### config.mk
export PLATFORM = sky130hd
export DESIGN_NAME = vna_norm
export DESIGN_NICKNAME = d
export VERILOG_FILES = /design/src/rtl/core/assert_macros.svh /design/src/rtl/core/vna_pkg.sv /design/src/rtl/core/vna_norm.sv
export SDC_FILE = /design/constraint.sdc
export NUM_CORES = 2
export LEC_CHECK = 0
export CAP_MARGIN = 10
export CORE_MARGIN = 2
export CORE_UTILIZATION = 40
export DETAILED_ROUTE_END_ITERATION = 8
export DONT_BUFFER_PORTS = 1
export PLACE_DENSITY = 0.58
export SYNTH_ARGS = -nofsm -noshare
export SYNTH_HDL_FRONTEND = slang
export SYNTH_SLANG_ARGS = --single-unit
### constraint.sdc
create_clock -name clk -period 12 [get_ports clk]
set_input_delay 0.6 -clock clk [delete_from_list [all_inputs] [get_ports clk]]
set_output_delay 0.6 -clock clk [all_outputs]
set_load 0.01 [all_outputs]
### src/rtl/core/assert_macros.svh
// Assertion macros used by the top-level module of the vertex normal block.
`ifndef ASSERT_MACROS_SVH
`define ASSERT_MACROS_SVH

// Same-cycle implication, checked on the rising clock edge outside reset.
`define VNA_ASSERT_IMP(lbl, clk, rst, ante, cons, msg) \
  lbl: assert property (@(posedge clk) disable iff (rst) (ante) |-> (cons)) \
    else $error(msg);

// Next-cycle implication, checked on the rising clock edge outside reset.
`define VNA_ASSERT_NXT(lbl, clk, rst, ante, cons, msg) \
  lbl: assert property (@(posedge clk) disable iff (rst) (ante) |=> (cons)) \
    else $error(msg);

`endif

### src/rtl/core/vna_pkg.sv
// Shared types, constants and helper functions of the vertex normal block.
`default_nettype none

package vna_pkg;

  localparam int VERTEX_COUNT = 4096;
  localparam int IDX_W        = 12;
  localparam int POS_W        = 16;
  localparam int ACC_W        = 32;
  localparam int NRM_W        = 16;
  localparam int VEC_W        = 36;

  typedef enum logic [1:0] {
    MODE_LOAD = 2'd0,
    MODE_TRI  = 2'd1,
    MODE_READ = 2'd2,
    MODE_NONE = 2'd3
  } mode_t;

  // Result of one normalization.
  typedef struct packed {
    logic                    deg;
    logic signed [NRM_W-1:0] x;
    logic signed [NRM_W-1:0] y;
    logic signed [NRM_W-1:0] z;
  } norm_res_t;

  // True when a vertex index addresses an existing entry.
  function automatic logic in_range(input logic [IDX_W-1:0] idx);
    return ({1'b0, idx} < (IDX_W+1)'(VERTEX_COUNT));
  endfunction

  // Signed accumulator add that clamps to the 32-bit range.
  function automatic logic signed [ACC_W-1:0] sat_add(input logic signed [ACC_W-1:0] acc,
                                                      input logic signed [NRM_W-1:0] n);
    logic signed [ACC_W:0] s;
    s = {acc[ACC_W-1], acc} + (ACC_W+1)'(n);
    if (s[ACC_W] != s[ACC_W-1]) begin
      return s[ACC_W] ? {1'b1, {(ACC_W-1){1'b0}}} : {1'b0, {(ACC_W-1){1'b1}}};
    end
    return s[ACC_W-1:0];
  endfunction

endpackage

`default_nettype wire

### src/rtl/core/vna_norm.sv
// Multi-cycle unit that scales a signed vector to a Q1.15 unit vector.
`default_nettype none

module vna_norm (
  input  wire logic                             clk,
  input  wire logic                             rst,
  input  wire logic                             start,
  input  wire logic signed [vna_pkg::VEC_W-1:0] vec_x,
  input  wire logic signed [vna_pkg::VEC_W-1:0] vec_y,
  input  wire logic signed [vna_pkg::VEC_W-1:0] vec_z,
  output logic                                  done,
  output vna_pkg::norm_res_t                    res
);

  import vna_pkg::*;

  typedef enum logic [2:0] {
    N_IDLE,
    N_SHIFT,
    N_SQUARE,
    N_ROOT,
    N_DIV_INIT,
    N_DIV,
    N_DONE
  } nstate_t;

  nstate_t                 st;
  logic [VEC_W-1:0]        mag [3];
  logic [VEC_W-1:0]        am  [3];
  logic [2:0]              neg;
  logic [VEC_W-1:0]        mx;
  logic [VEC_W-1:0]        mx_in;
  logic [1:0]              k;
  logic [4:0]              cnt;
  logic [47:0]             prod;
  logic [49:0]             sum;
  logic [50:0]             rad;
  logic [50:0]             root;
  logic [50:0]             rbit;
  logic [50:0]             trial;
  logic [25:0]             len;
  logic [39:0]             num;
  logic [26:0]             rem;
  logic [26:0]             shifted;
  logic [16:0]             quo;
  logic                    qb;
  logic [16:0]             q_next;
  logic signed [NRM_W-1:0] nout [3];
  logic signed [NRM_W-1:0] scaled;
  logic signed [VEC_W-1:0] vin [3];

  assign vin[0] = vec_x;
  assign vin[1] = vec_y;
  assign vin[2] = vec_z;

  // Magnitudes and their maximum at the start beat.
  always_comb begin
    for (int i = 0; i < 3; i++) begin
      am[i] = vin[i][VEC_W-1] ? (~vin[i] + 1'b1) : vin[i];
    end
    mx_in = (am[0] > am[1]) ? am[0] : am[1];
    if (am[2] > mx_in) begin
      mx_in = am[2];
    end
  end

  // One step of the bit-pair square root.
  assign trial = root + rbit;
  assign len   = root[25:0];

  // Rounded dividend of the current component and one restoring division step.
  assign num     = {1'b0, mag[k][23:0], 15'd0} + 40'(len[25:1]);
  assign shifted = {rem[25:0], quo[16]};
  assign qb      = (shifted >= {1'b0, len});
  assign q_next  = {quo[15:0], qb};

  // Sign and clamp of the finished quotient.
  always_comb begin
    if (neg[k]) begin
      scaled = NRM_W'(~q_next + 1'b1);
    end else if (q_next > 17'd32767) begin
      scaled = 16'sd32767;
    end else begin
      scaled = q_next[NRM_W-1:0];
    end
  end

  // Sequencer: shift down, sum of squares, square root, then three divisions (or a zero result for a zero length).
  always_ff @(posedge clk) begin
    if (rst) begin
      st   <= N_IDLE;
      done <= 1'b0;
    end else begin
      done <= 1'b0;
      case (st)
        N_IDLE: begin
          if (start) begin
            for (int i = 0; i < 3; i++) begin
              mag[i] <= am[i];
              neg[i] <= vin[i][VEC_W-1];
            end
            mx  <= mx_in;
            sum <= '0;
            k   <= 2'd0;
            st  <= N_SHIFT;
          end
        end
        N_SHIFT: begin
          if (mx[VEC_W-1:24] != '0) begin
            mx <= mx >> 1;
            for (int i = 0; i < 3; i++) begin
              mag[i] <= mag[i] >> 1;
            end
          end else begin
            st <= N_SQUARE;
          end
        end
        N_SQUARE: begin
          if (k != 2'd0) begin
            sum <= sum + {2'd0, prod};
          end
          if (k != 2'd3) begin
            prod <= mag[k][23:0] * mag[k][23:0];
            k    <= k + 2'd1;
          end else begin
            rad  <= {1'b0, sum} + {3'd0, prod};
            root <= '0;
            rbit <= 51'd1 << 48;
            cnt  <= '0;
            k    <= 2'd0;
            st   <= N_ROOT;
          end
        end
        N_ROOT: begin
          if (rad >= trial) begin
            rad  <= rad - trial;
            root <= (root >> 1) + rbit;
          end else begin
            root <= root >> 1;
          end
          rbit <= rbit >> 2;
          cnt  <= cnt + 5'd1;
          if (cnt == 5'd24) begin
            st <= N_DIV_INIT;
          end
        end
        N_DIV_INIT: begin
          if (len == '0) begin
            res.deg <= 1'b1;
            for (int i = 0; i < 3; i++) begin
              nout[i] <= '0;
            end
            st <= N_DONE;
          end else begin
            res.deg <= 1'b0;
            rem     <= 27'(num[39:17]);
            quo     <= num[16:0];
            cnt     <= '0;
            st      <= N_DIV;
          end
        end
        N_DIV: begin
          rem <= qb ? (shifted - {1'b0, len}) : shifted;
          quo <= q_next;
          cnt <= cnt + 5'd1;
          if (cnt == 5'd16) begin
            nout[k] <= scaled;
            if (k == 2'd2) begin
              st <= N_DONE;
            end else begin
              k  <= k + 2'd1;
              st <= N_DIV_INIT;
            end
          end
        end
        N_DONE: begin
          res.x <= nout[0];
          res.y <= nout[1];
          res.z <= nout[2];
          done  <= 1'b1;
          st    <= N_IDLE;
        end
        default: begin
          st <= N_IDLE;
        end
      endcase
    end
  end

endmodule

`default_nettype wire

==> reports/summary.txt <==
Status: completed
H-tree depth: 2
Row cnt: 131
# nets final: 6367
CTS clock-pin slew for the worst setup and hold paths: 0.06 ns
Worst-Skew Late Latency: 0.70 ns
Critical path data required time: 12.44 ns
Initial antenna violation count: 4
Hold path endpoint: res[48]$_DFFE_PP_
Number of synthesized register bits: 500
TNS Setup: 0 ns
Top FF cell, synth: edfxtp_1
R2R setup slack: 2.25 ns
Largest net degree at the start of global routing: 101
Crit path DAT: 10.19 ns
Syn Nets: 6449
CP Max Fanout: 51
Final Wtd Congestion: 0.932
Sequential cell area fraction in the yosys report: 29.2%
Root buf cell: clkbuf_16
Hold depth: 1
Final Critical Period: 9.75 ns
Critical path class: reg2reg
Post-synth EDFFs: 494
Period Utilization, post-route: 81.2%
CTS tree: yes
I/O pins: 161
Synthesized area per cell: 9.39 sq um
Final Setup Violations: 0
Highest-delay cell along the critical path: dfxtp_2
RSZ-0062 raised after global routing: no
Inserted Clock Buffers: 59
Initial Util: 40.3%
Mapped Area: 51300 sq um
First-pass GRT wire length: 230 mm
Slowest stage delay, CP: 0.91 ns
Max Slew Vio Count: 0
Initial DRC count: 3341
Least-Margin Pin Slew: 1.31 ns
Vias in the first global route: 39113
Die Area: 131000 sq um
Core box area: 127000 sq um
Critical R2R Capture: prod[46]$_DFFE_PP_
GRT Overall Usage: 22.4%
Area grow syn2layout: 7.51%
Global route overflow: 0
Via-to-Cell Ratio: 5.57
Via count: 39523
Crit start category: flop
F_max: 103 MHz
# Max-Cap Violations: 0
Post-synth cell types: 87
Most common cell on crit path: fa_1
Clk_skew: 0.0379 ns
Routed Antenna Nets: 0
Reg2Reg Depth: 26
Crit. End Element: flop
Slew margin rel.: 11.8%
Final hold viol count: 0
Post-Syn Instances: 5464
HP Class: in2reg
Chip Width: 362 um
Sink Count: 500
Post-CTS sizing: 0
Drt pass-1 iters: 5
Synth warn: 0
Layout cells sized above 1: 4.84%
# DRC: 0
Hold_sp: rst
HPWL Detailed: 116 mm
Vert. Die Dim: 362 um
Drt total wl: 148 mm
# port buffers: 0
WL/cell: 20.9 um
Clock buffer depth: 3
Async SR Flop Fraction: 0%
-- cell usage after synthesis (44+ instances only) --
library cell  count  area (sq um)
edfxtp_1        494         14800
o21ai_0         267          1340
nand3_1          59           295
nor2_1          509          1910
mux2_2           64           721
a31oi_1          90           563
a21oi_1         318          1590
a21o_1          140          1050
o31ai_1          45           338
nand4_1          70           438
clkbuf_1        174           653
nor2b_1          58           363
nor3_1           61           305
o21bai_1         44           330
xnor2_1         204          1790
nand2_1         504          1890
inv_1           747          2800
mux2i_1          56           561
xor2_1          167          1460
fa_1            435          8710
ha_1            439          5490
o21a_1           52           390
-- critical path: cells and delay by family, from the launching register on --
kind	cells	cell delay [ns]
compound gates	6	2.54
flops	1	0.91
fa+ha+maj	8	3.81
simple gates	5	1.06
buf+inv	6	1.05
xor+xnor	1	0.09
-- area by class of cell --
type	count	area, sq um
fillers	12452	72200
multi-input cells	4016	32900
flip-flops and latches	500	15000
inverters	755	2830
well taps	1662	2080
clock buffers	66	1500
clock inverters	43	484
repair buffers	50	383
diodes	1	2.50
-- kinds of logic after synthesis --
logic type / share of synthesized area [%]
buffers and inverters: 6.94
AND/OR/NAND/NOR: 13.3
adder cells (fa/ha/maj): 27.7
flip-flops: 29.2
multiplexers: 2.50
AO/OA/AOI/OAI: 14.0
XOR/XNOR: 6.37
-- worst max path at each step --
stage	start	end	slack (ns)	cells past startpoint
2_1_floorplan	rst	rad[0]$_DFFE_PP_	1.45	3
3_3_place_gp	flop	prod[46]$_DFFE_PP_	2.39	28
3_5_place_dp	flop	prod[46]$_DFFE_PP_	2.35	26
4_1_cts	flop	prod[46]$_DFFE_PP_	2.34	26
5_1_grt	flop	prod[44]$_DFFE_PP_	1.63	26
6_report	flop	prod[46]$_DFFE_PP_	2.25	26
-- through the flow --
step	instances	hold WS (ns)	area (sq um)	worst slack (ns)	util [%]
after CTS	7091	0.107	55100	2.34	43.3
after detailed placement	6978	0.405	53100	2.35	41.7
final	7093	0.146	55200	2.25	43.3
after global routing	7092	0.119	55100	1.63	43.3
after global placement	6978	0.401	53100	2.39	41.7
after floorplan	5464	0.400	51300	1.45	-
-- layer usage --
layer	wire length (um)	share of wire, %	track usage (%)
met5	21	0.014	0
met4	4090	2.8	6.12
met3	9120	6.1	3.27
met2	68400	46	36.2
met1	66800	45	31.4
-- registers in the layout (all words and copies together), names as in the netlist, named ones only --
name,cells
prod,47
neg,3
rbit,25
sum,50
mag,108
cnt,5
res,49
st,3
rad,51
mx,12
done,1
quo,17
root,51
nout,48
k,2
rem,26
-- cell usage in the layout, fill, tap and decap left out, drive strengths merged, types with 168 or more instances in the layout --
cell	netlist	final
inv	748	753
nor2	509	509
nand2	504	504
edfxtp	494	494
ha	439	439
fa	435	435
a21oi	318	318
o21ai	272	272
xnor2	204	204
xor2	168	168
-- timing repair --
action                    CTS  global route
buffers inserted            0             0
hold buffers                4             0
hold endpoints to repair    6             0
Power is not shown: default switching activity piles up to over one toggle a cycle in this logic, so the estimate is an artifact.
