==> config.mk <==
export PLATFORM = sky130hd
export DESIGN_NAME = vna_ram
export DESIGN_NICKNAME = d
export VERILOG_FILES = /design/src/rtl/core/assert_macros.svh /design/src/rtl/core/vna_ram.sv
export SDC_FILE = /design/constraint.sdc
export NUM_CORES = 1
export LEC_CHECK = 0
export BUFFER_PORTS_ARGS = -buffer_cell sky130_fd_sc_hd__buf_2
export CAP_MARGIN = 20
export CORE_ASPECT_RATIO = 0.6
export CORE_MARGIN = 5
export CORE_UTILIZATION = 45
export CTS_CLUSTER_DIAMETER = 100
export CTS_CLUSTER_SIZE = 30
export DETAILED_ROUTE_END_ITERATION = 12
export GPL_TIMING_DRIVEN = 0
export PLACE_DENSITY = 0.65
export SLEW_MARGIN = 20
export SYNTH_ARGS = -nofsm -noshare
export SYNTH_HDL_FRONTEND = slang
export SYNTH_SLANG_ARGS = --single-unit
==> constraint.sdc <==
create_clock -name clk -period 6.34 [get_ports clk]
set_clock_uncertainty 0.15 [all_clocks]
set_input_delay 1.268 -clock clk [delete_from_list [all_inputs] [get_ports clk]]
set_output_delay 1.268 -clock clk [all_outputs]
set_load 0.005 [all_outputs]
==> src/rtl/core/assert_macros.svh <==
// Assertion macros used by the top-level module of the vertex normal block.
`ifndef ASSERT_MACROS_SVH
`define ASSERT_MACROS_SVH

// Same-cycle implication, checked on the rising clock edge outside reset.
`define VNA_ASSERT_IMP(lbl, clk, rst, ante, cons, msg) \
  lbl: assert property (@(posedge clk) disable iff (rst) (ante) |-> (cons)) \
    else $error(msg);

// Next-cycle implication, checked on the rising clock edge outside reset.
`define VNA_ASSERT_NXT(lbl, clk, rst, ante, cons, msg) \
  lbl: assert property (@(posedge clk) disable iff (rst) (ante) |=> (cons)) \
    else $error(msg);

`endif

==> src/rtl/core/vna_ram.sv <==
// Generic single-write, single-read synchronous RAM with registered read data.
`default_nettype none

module vna_ram #(
  parameter int WIDTH = 8,
  parameter int DEPTH = 16
) (
  input  wire logic                     clk,
  input  wire logic                     we,
  input  wire logic [$clog2(DEPTH)-1:0] waddr,
  input  wire logic [WIDTH-1:0]         wdata,
  input  wire logic                     re,
  input  wire logic [$clog2(DEPTH)-1:0] raddr,
  output logic      [WIDTH-1:0]         rdata
);

  logic [WIDTH-1:0] mem [DEPTH];

  // Write port and registered read port; read data holds while re is low.
  always_ff @(posedge clk) begin
    if (we) begin
      mem[waddr] <= wdata;
    end
    if (re) begin
      rdata <= mem[raddr];
    end
  end

endmodule

`default_nettype wire

==> metrics.log, run 1 <==
[metrics] internal power: 0.00158 W
[metrics] CP max stage cell: nor2_1
[metrics] Clock Power Share: 43.8%
[metrics] number of antenna violations at the first check in global routing: 0
[metrics] count of clock tree sinks: 136
[metrics] clock tree root buffer cell: clkbuf_16
[metrics] critical path arrival: 2.57 ns
[metrics] buffer and inverter count on the worst path: 1
[metrics] setup repair after global routing missed its margin: false
[metrics] Lkg Pwr: 2.00 nW
[metrics] worst-path fanout max: 8
[metrics] starting utilization of the core area: 46.1%
[metrics] DRC errors left: 0
[metrics] number of resized instances in the post-cts repair step: 0
[metrics] CTS tree: yes
[metrics] Combinational Power Share: 4.9%
[metrics] number of port buffers: 25
[metrics] cells taking the most area after synthesis: edfxtp_1 78%, mux4_2 7.8%, mux4_1 7.0%
[metrics] Peak VDD IR: 0.211 mV
[metrics] drt pass-1 iters: 4
[metrics] vias per std cell: 5.58
[metrics] Cell Chain, Critical Path: buf_2 -> or3b_2 -> nor2_1
[metrics] max_slew headroom: 41.7%
[metrics] DP Worst Slack: 3.18 ns
[metrics] core region area: 11,300 sq um
[metrics] boundary pin count: 27
[metrics] Final HPWL DP: 6.76 mm
[metrics] number of global-route vias before repair: 2,476
[metrics] xor and xnor area share after synthesis: 0%
[metrics] top cell family by delay on the critical path: simple AND/OR/NAND/NOR gates
[metrics] Setup Fix Bufs, Post-CTS: 0
[metrics] peak per-stage delay on the critical path: 0.65 ns
[metrics] min-delay worst type: flop to flop
[metrics] most frequent cells in the layout: 136 x edfxtp_1, 28 x buf_2, 18 x mux4_2, 17 x clkbuf_16, 16 x a22oi_1
[metrics] total negative setup slack: 0 ns
[metrics] number of vias in the routed layout: 2,482
[metrics] clock-pin slew on the worst setup and hold paths: 0.05 ns
[metrics] number of maximum-capacitance violations: 0
[metrics] horizontal die dimension: 149 um
[metrics] Switching Fraction: 20.5%
[metrics] mux cell area share after synthesis: 14.8%
[metrics] final-layout worst hold slack: 0.608 ns
[metrics] total clock buffers created by CTS: 17
[metrics] number of nets in the layout: 292
[metrics] Worst setup SP type: input pin
[metrics] result of the run: finished, final reports clean
[metrics] Area growth syn-to-layout: 16.6%
[metrics] DR top layer: met4
[metrics] area share of fa/ha/maj cells after synthesis: 0%
[metrics] start point of the worst min-delay path: mem[11][2]$_DFFE_PP_
[metrics] combinational family with the most area after synthesis: multiplexers
[metrics] share of the synthesized area in the top cell type: 78.1%
[metrics] worst reg2reg startpoint: mem[7][7]$_DFFE_PP_
[metrics] fraction of final layout cells with drive strength greater than 1: 28.4%
[metrics] placer's final routability congestion estimate: 0.765
[metrics] Reg power frac: 51.2%
[metrics] Row Count: 30
[metrics] highest clock rate: 374 MHz
[metrics] Die Y-Extent: 93.5 um
[metrics] clk_lat worst skew: 0.42 ns
[metrics] wire length of the first global-routing pass: 15.7 mm
[metrics] # hold bufs at CTS: 0
[metrics] Syn Area/Cell: 22.8 sq um
[metrics] synthesized instance count: 229
[metrics] total routing resource utilization after global routing: 16.6%
[metrics] path type of the worst setup path: input pin to flop
[metrics] Final Max Tran Viols: 0
[metrics] Required @ worst endpoint: 6.23 ns
[metrics] capturing element type of the critical path: flop
[metrics] register area share after synthesis: 78.1%
[metrics] Final Hold Viols: 0
[metrics] Clock H-tree levels: 4
[metrics] largest net degree at the start of global routing: 17
[metrics] netlist area before placement: 5230 sq um
[metrics] crit path time final: 2.68 ns
[metrics] syn_nets: 248
[metrics] total routed wire length on the met1 layer: 5.02 mm
[metrics] Setup Viol. Count Final: 0
[metrics] Die ar.: 13,900 sq um
[metrics] total gr overflow: 0
[metrics] Met3 Wirelength: 855 um
[metrics] met2 wire length: 4.49 mm
[metrics] Sw Pwr: 0.000407 W
[metrics] most common cell after layout, fill and taps aside: edfxtp_1
[metrics] Synth Warn #: 0
[metrics] number of antenna cells inserted: 0
[metrics] post-synth cell types: 18
[metrics] basic-gate share of the synthesized area counting and, or, nand and nor cells: 3.14%
[metrics] power per cell area: 326 nW/um^2
[metrics] final clock period utilization by the worst path: 42.2%
[metrics] number of buffers on the longest clock path: 2
[metrics] aggregate routed wire length: 10.5 mm
[metrics] violation count after the first detailed-route iteration: 266
[metrics] smallest setup slack after layout: 3.66 ns
[metrics] slew at the pin with the worst max-slew slack: 0.871 ns
[metrics] area leader, netlist: edfxtp_1
[metrics] average wire length per cell after detail routing: 23.6 um
[metrics] flops & latches, synth: 136
[metrics] synthesized-area fraction occupied by ao, oa, aoi and oai cells: 2.30%
[metrics] count of nets left with antenna violations after detail routing: 0
[metrics] launch point of the critical path: waddr[2]
[registers in the layout, indices dropped and copies added, names as in the netlist]
signal and count:
rdata 8, mem 128
[worst paths after layout]
kind	end	cells after the start	slack, ns
hold reg to reg	rdata[2]$_DFFE_PP_	3	0.61
setup / recovery	mem[2][2]$_DFFE_PP_	3	3.66
setup reg to reg	rdata[7]$_DFFE_PP_	3	4.70
hold / removal	rdata[2]$_DFFE_PP_	3	0.61
[power by group through the flow]
stage | Clock, W | Sequential (W) | Combinational [W]
2_1_floorplan | 0 | 0.00104 | 0.0000511
6_report | 0.000871 | 0.00102 | 0.0000979
3_3_place_gp | 0 | 0.00104 | 0.0000959
5_1_grt | 0.000933 | 0.00102 | 0.000106
4_1_cts | 0.000885 | 0.00102 | 0.0000988
3_5_place_dp | 0 | 0.00104 | 0.0000988
[Yosys cell counts (all sizes together)]
master           n
edfxtp         136
mux4            32
a22oi           16
nor2            13
nand2            9
buf              7
nor3             4
clkdlybuf4s25    3
nand2b           2
nand3b           2
and2             1
and2b            1
nand3            1
nor2b            1
or3b             1
[through the flow]
step / cell area [sq um] / util (%) / power, W / cells
after floorplan: 5230 / - / 0.00109 / 229
after detailed placement: 5570 / 49.2 / 0.00114 / 414
final: 6090 / 53.8 / 0.00199 / 445
after global placement: 5550 / 49.0 / 0.00113 / 414
after global routing: 6090 / 53.8 / 0.00206 / 445
after CTS: 6090 / 53.8 / 0.00200 / 445
[worst reg2reg max path: stages, from the launching register on]
cell	delay, ns
edfxtp_1	0.35
mux4_2	0.52
a22oi_1	0.22
nand2_1	0.13
[area by class of cell]
class,instances,area [sq um]
Clock inverter,11,83.8
Multi-Input combinational cell,83,1080
Fill cell,895,5240
Tap cell,160,200
Timing Repair Buffer,25,125
Clock buffer,20,437
Buffer,10,86.3
Sequential cell,136,4080
[logic make-up after synthesis]
family | Yosys count
multiplexers | 32
flip-flops | 136
AND/OR/NAND/NOR | 35
buffers and inverters | 10
AO/OA/AOI/OAI | 16
[per-layer routing]
layer	global-route usage [%]	up-vias
met5	0	-
met4	6.40	0
met3	5.13	15
met2	21.9	95
met1	25.6	1302
li1	-	1070
(Power assumes the default switching activity.)
==> inputs of run 2 (changes only) <==
--- a/config.mk
+++ b/config.mk
@@ -14,7 +14,7 @@
 export CTS_CLUSTER_SIZE = 30
 export DETAILED_ROUTE_END_ITERATION = 12
 export GPL_TIMING_DRIVEN = 0
-export PLACE_DENSITY = 0.65
+export PLACE_DENSITY = 0.67
 export SLEW_MARGIN = 20
 export SYNTH_ARGS = -nofsm -noshare
 export SYNTH_HDL_FRONTEND = slang
==> constraint.sdc (replaced) <==
create_clock -name clk -period 2.3 [get_ports clk]
set_clock_uncertainty 0.15 [all_clocks]
set_input_delay 0.46 -clock clk [delete_from_list [all_inputs] [get_ports clk]]
set_output_delay 0.46 -clock clk [all_outputs]
set_load 0.005 [all_outputs]
==> metrics.log, run 2 (synthesized netlist as in run 1, its figures left out) <==
[metrics] result of the run: finished, final reports clean
[metrics] r2r setup slk: 0.59 ns
[metrics] Sw Pwr: 0.00119 W
[metrics] worst reg2reg path endpoint: rdata[3]$_DFFE_PP_
[metrics] number of nets in the layout: 292
[metrics] Combinational Power Share: 4.6%
[metrics] # hold bufs at CTS: 0
[metrics] Setup Viol. Count Final: 0
[metrics] horizontal die dimension: 149 um
[metrics] largest net degree at the start of global routing: 17
[metrics] most frequent cells in the layout: 136 x edfxtp_1, 28 x buf_2, 18 x mux4_2, 17 x clkbuf_16, 16 x a22oi_1
[metrics] Cell Chain, Critical Path: buf_2 -> or3b_2 -> nor2_1
[metrics] starting utilization of the core area: 46.1%
[metrics] Lkg Pwr: 2.05 nW
[metrics] highest clock rate: 530 MHz
[metrics] Regs by FF count: mem (128), rdata (8)
[metrics] Clock H-tree levels: 4
[metrics] Die Y-Extent: 93.5 um
[metrics] clock-pin slew on the worst setup and hold paths: 0.06 ns
[metrics] fraction of final layout cells with drive strength greater than 1: 30.5%
[metrics] number of port buffers: 25
[metrics] Peak VDD IR: 0.545 mV
[metrics] clock tree root buffer cell: clkbuf_16
[metrics] Worst setup SP type: input pin
[metrics] register with the highest flop count: mem
[metrics] CP max stage cell: nor2_1
[metrics] number of antenna cells inserted: 0
[metrics] FF-to-FF path depth: 3
[metrics] Final HPWL DP: 6.91 mm
[metrics] total negative setup slack: 0 ns
[metrics] worst-path fanout max: 8
[metrics] total power: 0.00589 W
[metrics] total routed wire length on the met1 layer: 5.27 mm
[metrics] Worst Hold End: rdata[3]$_DFFE_PP_
[metrics] setup repair after global routing missed its margin: false
[metrics] Switching Fraction: 20.2%
[metrics] capturing element type of the critical path: flop
[metrics] DR top layer: met4
[metrics] number of global-route vias before repair: 2,527
[metrics] Area growth syn-to-layout: 18.3%
[metrics] power per cell area: 953 nW/um^2
[metrics] most common cell after layout, fill and taps aside: edfxtp_1
[metrics] clk_lat worst skew: 0.42 ns
[metrics] Row Count: 30
[metrics] number of maximum-capacitance violations: 0
[metrics] total routing resource utilization after global routing: 16.8%
[metrics] Reg power frac: 47.6%
[metrics] worst reg2reg startpoint: mem[6][3]$_DFFE_PP_
[metrics] slew at the pin with the worst max-slew slack: 0.851 ns
[metrics] final clock period utilization by the worst path: 82.0%
[metrics] number of resized instances in the post-cts repair step: 0
[metrics] vias per std cell: 5.53
[metrics] count of clock tree sinks: 136
[metrics] DRC errors left: 0
[metrics] number of stages on the worst hold path: 1
[metrics] drt pass-1 iters: 4
[metrics] violation count after the first detailed-route iteration: 246
[metrics] placer's final routability congestion estimate: 0.745
[metrics] peak per-stage delay on the critical path: 0.67 ns
[metrics] wire length of the first global-routing pass: 16.2 mm
[metrics] total clock buffers created by CTS: 17
[metrics] count of nets left with antenna violations after detail routing: 0
[metrics] total gr overflow: 0
[metrics] Final Hold Viols: 0
[metrics] Die ar.: 13,900 sq um
[metrics] Final Max Tran Viols: 0
[metrics] Setup Fix Bufs, Post-CTS: 0
[metrics] crit path time final: 1.89 ns
[metrics] internal power: 0.00470 W
[metrics] start point of the worst min-delay path: re
[metrics] core region area: 11,300 sq um
[metrics] critical path arrival: 1.77 ns
[metrics] Met3 Wirelength: 839 um
[metrics] CTS tree: yes
[metrics] met2 wire length: 4.61 mm
[metrics] number of antenna violations at the first check in global routing: 0
[metrics] number of buffers on the longest clock path: 2
[metrics] max_slew headroom: 43.1%
[metrics] Required @ worst endpoint: 2.18 ns
[metrics] min-delay worst type: input pin to flop
[metrics] aggregate routed wire length: 10.8 mm
[metrics] path type of the worst setup path: input pin to flop
[metrics] boundary pin count: 27
[metrics] average wire length per cell after detail routing: 24.3 um
[metrics] Largest register FFs: 128
[metrics] number of vias in the routed layout: 2,459
[metrics] Clock Power Share: 47.8%
==> run 2: power groups by stage <==
| stage | Sequential [W] | Clock, W | Combinational (W) |
|---|---|---|---|
| floorplan | 0.00286 | 0 | 0.000141 |
| global placement | 0.00285 | 0 | 0.000264 |
| detailed placement | 0.00286 | 0 | 0.000271 |
| CTS | 0.00281 | 0.00285 | 0.000272 |
| global route | 0.00281 | 0.00296 | 0.000291 |
| finish | 0.00281 | 0.00282 | 0.000271 |
==> run 2: metal layers <==
| layer | track usage (%) | vias up |
|---|---|---|
| met5 | 0 | - |
| met4 | 6.85 | 0 |
| met3 | 5.13 | 13 |
| met2 | 22.1 | 92 |
| met1 | 25.9 | 1284 |
| li1 | - | 1070 |
==> run 2: area by class of cell <==
class	instances	area (sq um)
timing repair buffer	25	125
clock inverter	13	180
tap	160	200
multi-input combinational	83	1080
sequential	136	4080
fill	865	5150
clock buffer	18	429
buffer	10	86.3
==> run 2: worst max-delay path: cells and delay by family <==
family        cells  cell delay (ns)
buf+inv           1             0.12
simple gates      2             1.19
==> run 2: worst max path at each step <==
stage,start,endpoint,slack (ns)
6_report,waddr[2],mem[2][5]$_DFFE_PP_,0.41
5_1_grt,waddr[2],mem[1][5]$_DFFE_PP_,0.37
3_3_place_gp,waddr[2],mem[0][2]$_DFFE_PP_,-0.32
2_1_floorplan,waddr[2],mem[0][0]$_DFFE_PP_,0.20
3_5_place_dp,waddr[2],mem[2][0]$_DFFE_PP_,0.01
4_1_cts,waddr[2],mem[2][5]$_DFFE_PP_,0.44
==> run 2: stage by stage <==
| step | utilization, % | cells | hold WS, ns | area (sq um) | setup slack (ns) |
|---|---|---|---|---|---|
| global placement | 49.0 | 414 | 0.589 | 5550 | -0.325 |
| detailed placement | 49.2 | 414 | 0.593 | 5570 | 0.0112 |
| floorplan | - | 229 | 0.409 | 5230 | 0.197 |
| global route | 54.5 | 445 | 0.242 | 6180 | 0.375 |
| CTS | 54.5 | 445 | 0.232 | 6180 | 0.435 |
| finish | 54.5 | 445 | 0.241 | 6180 | 0.415 |
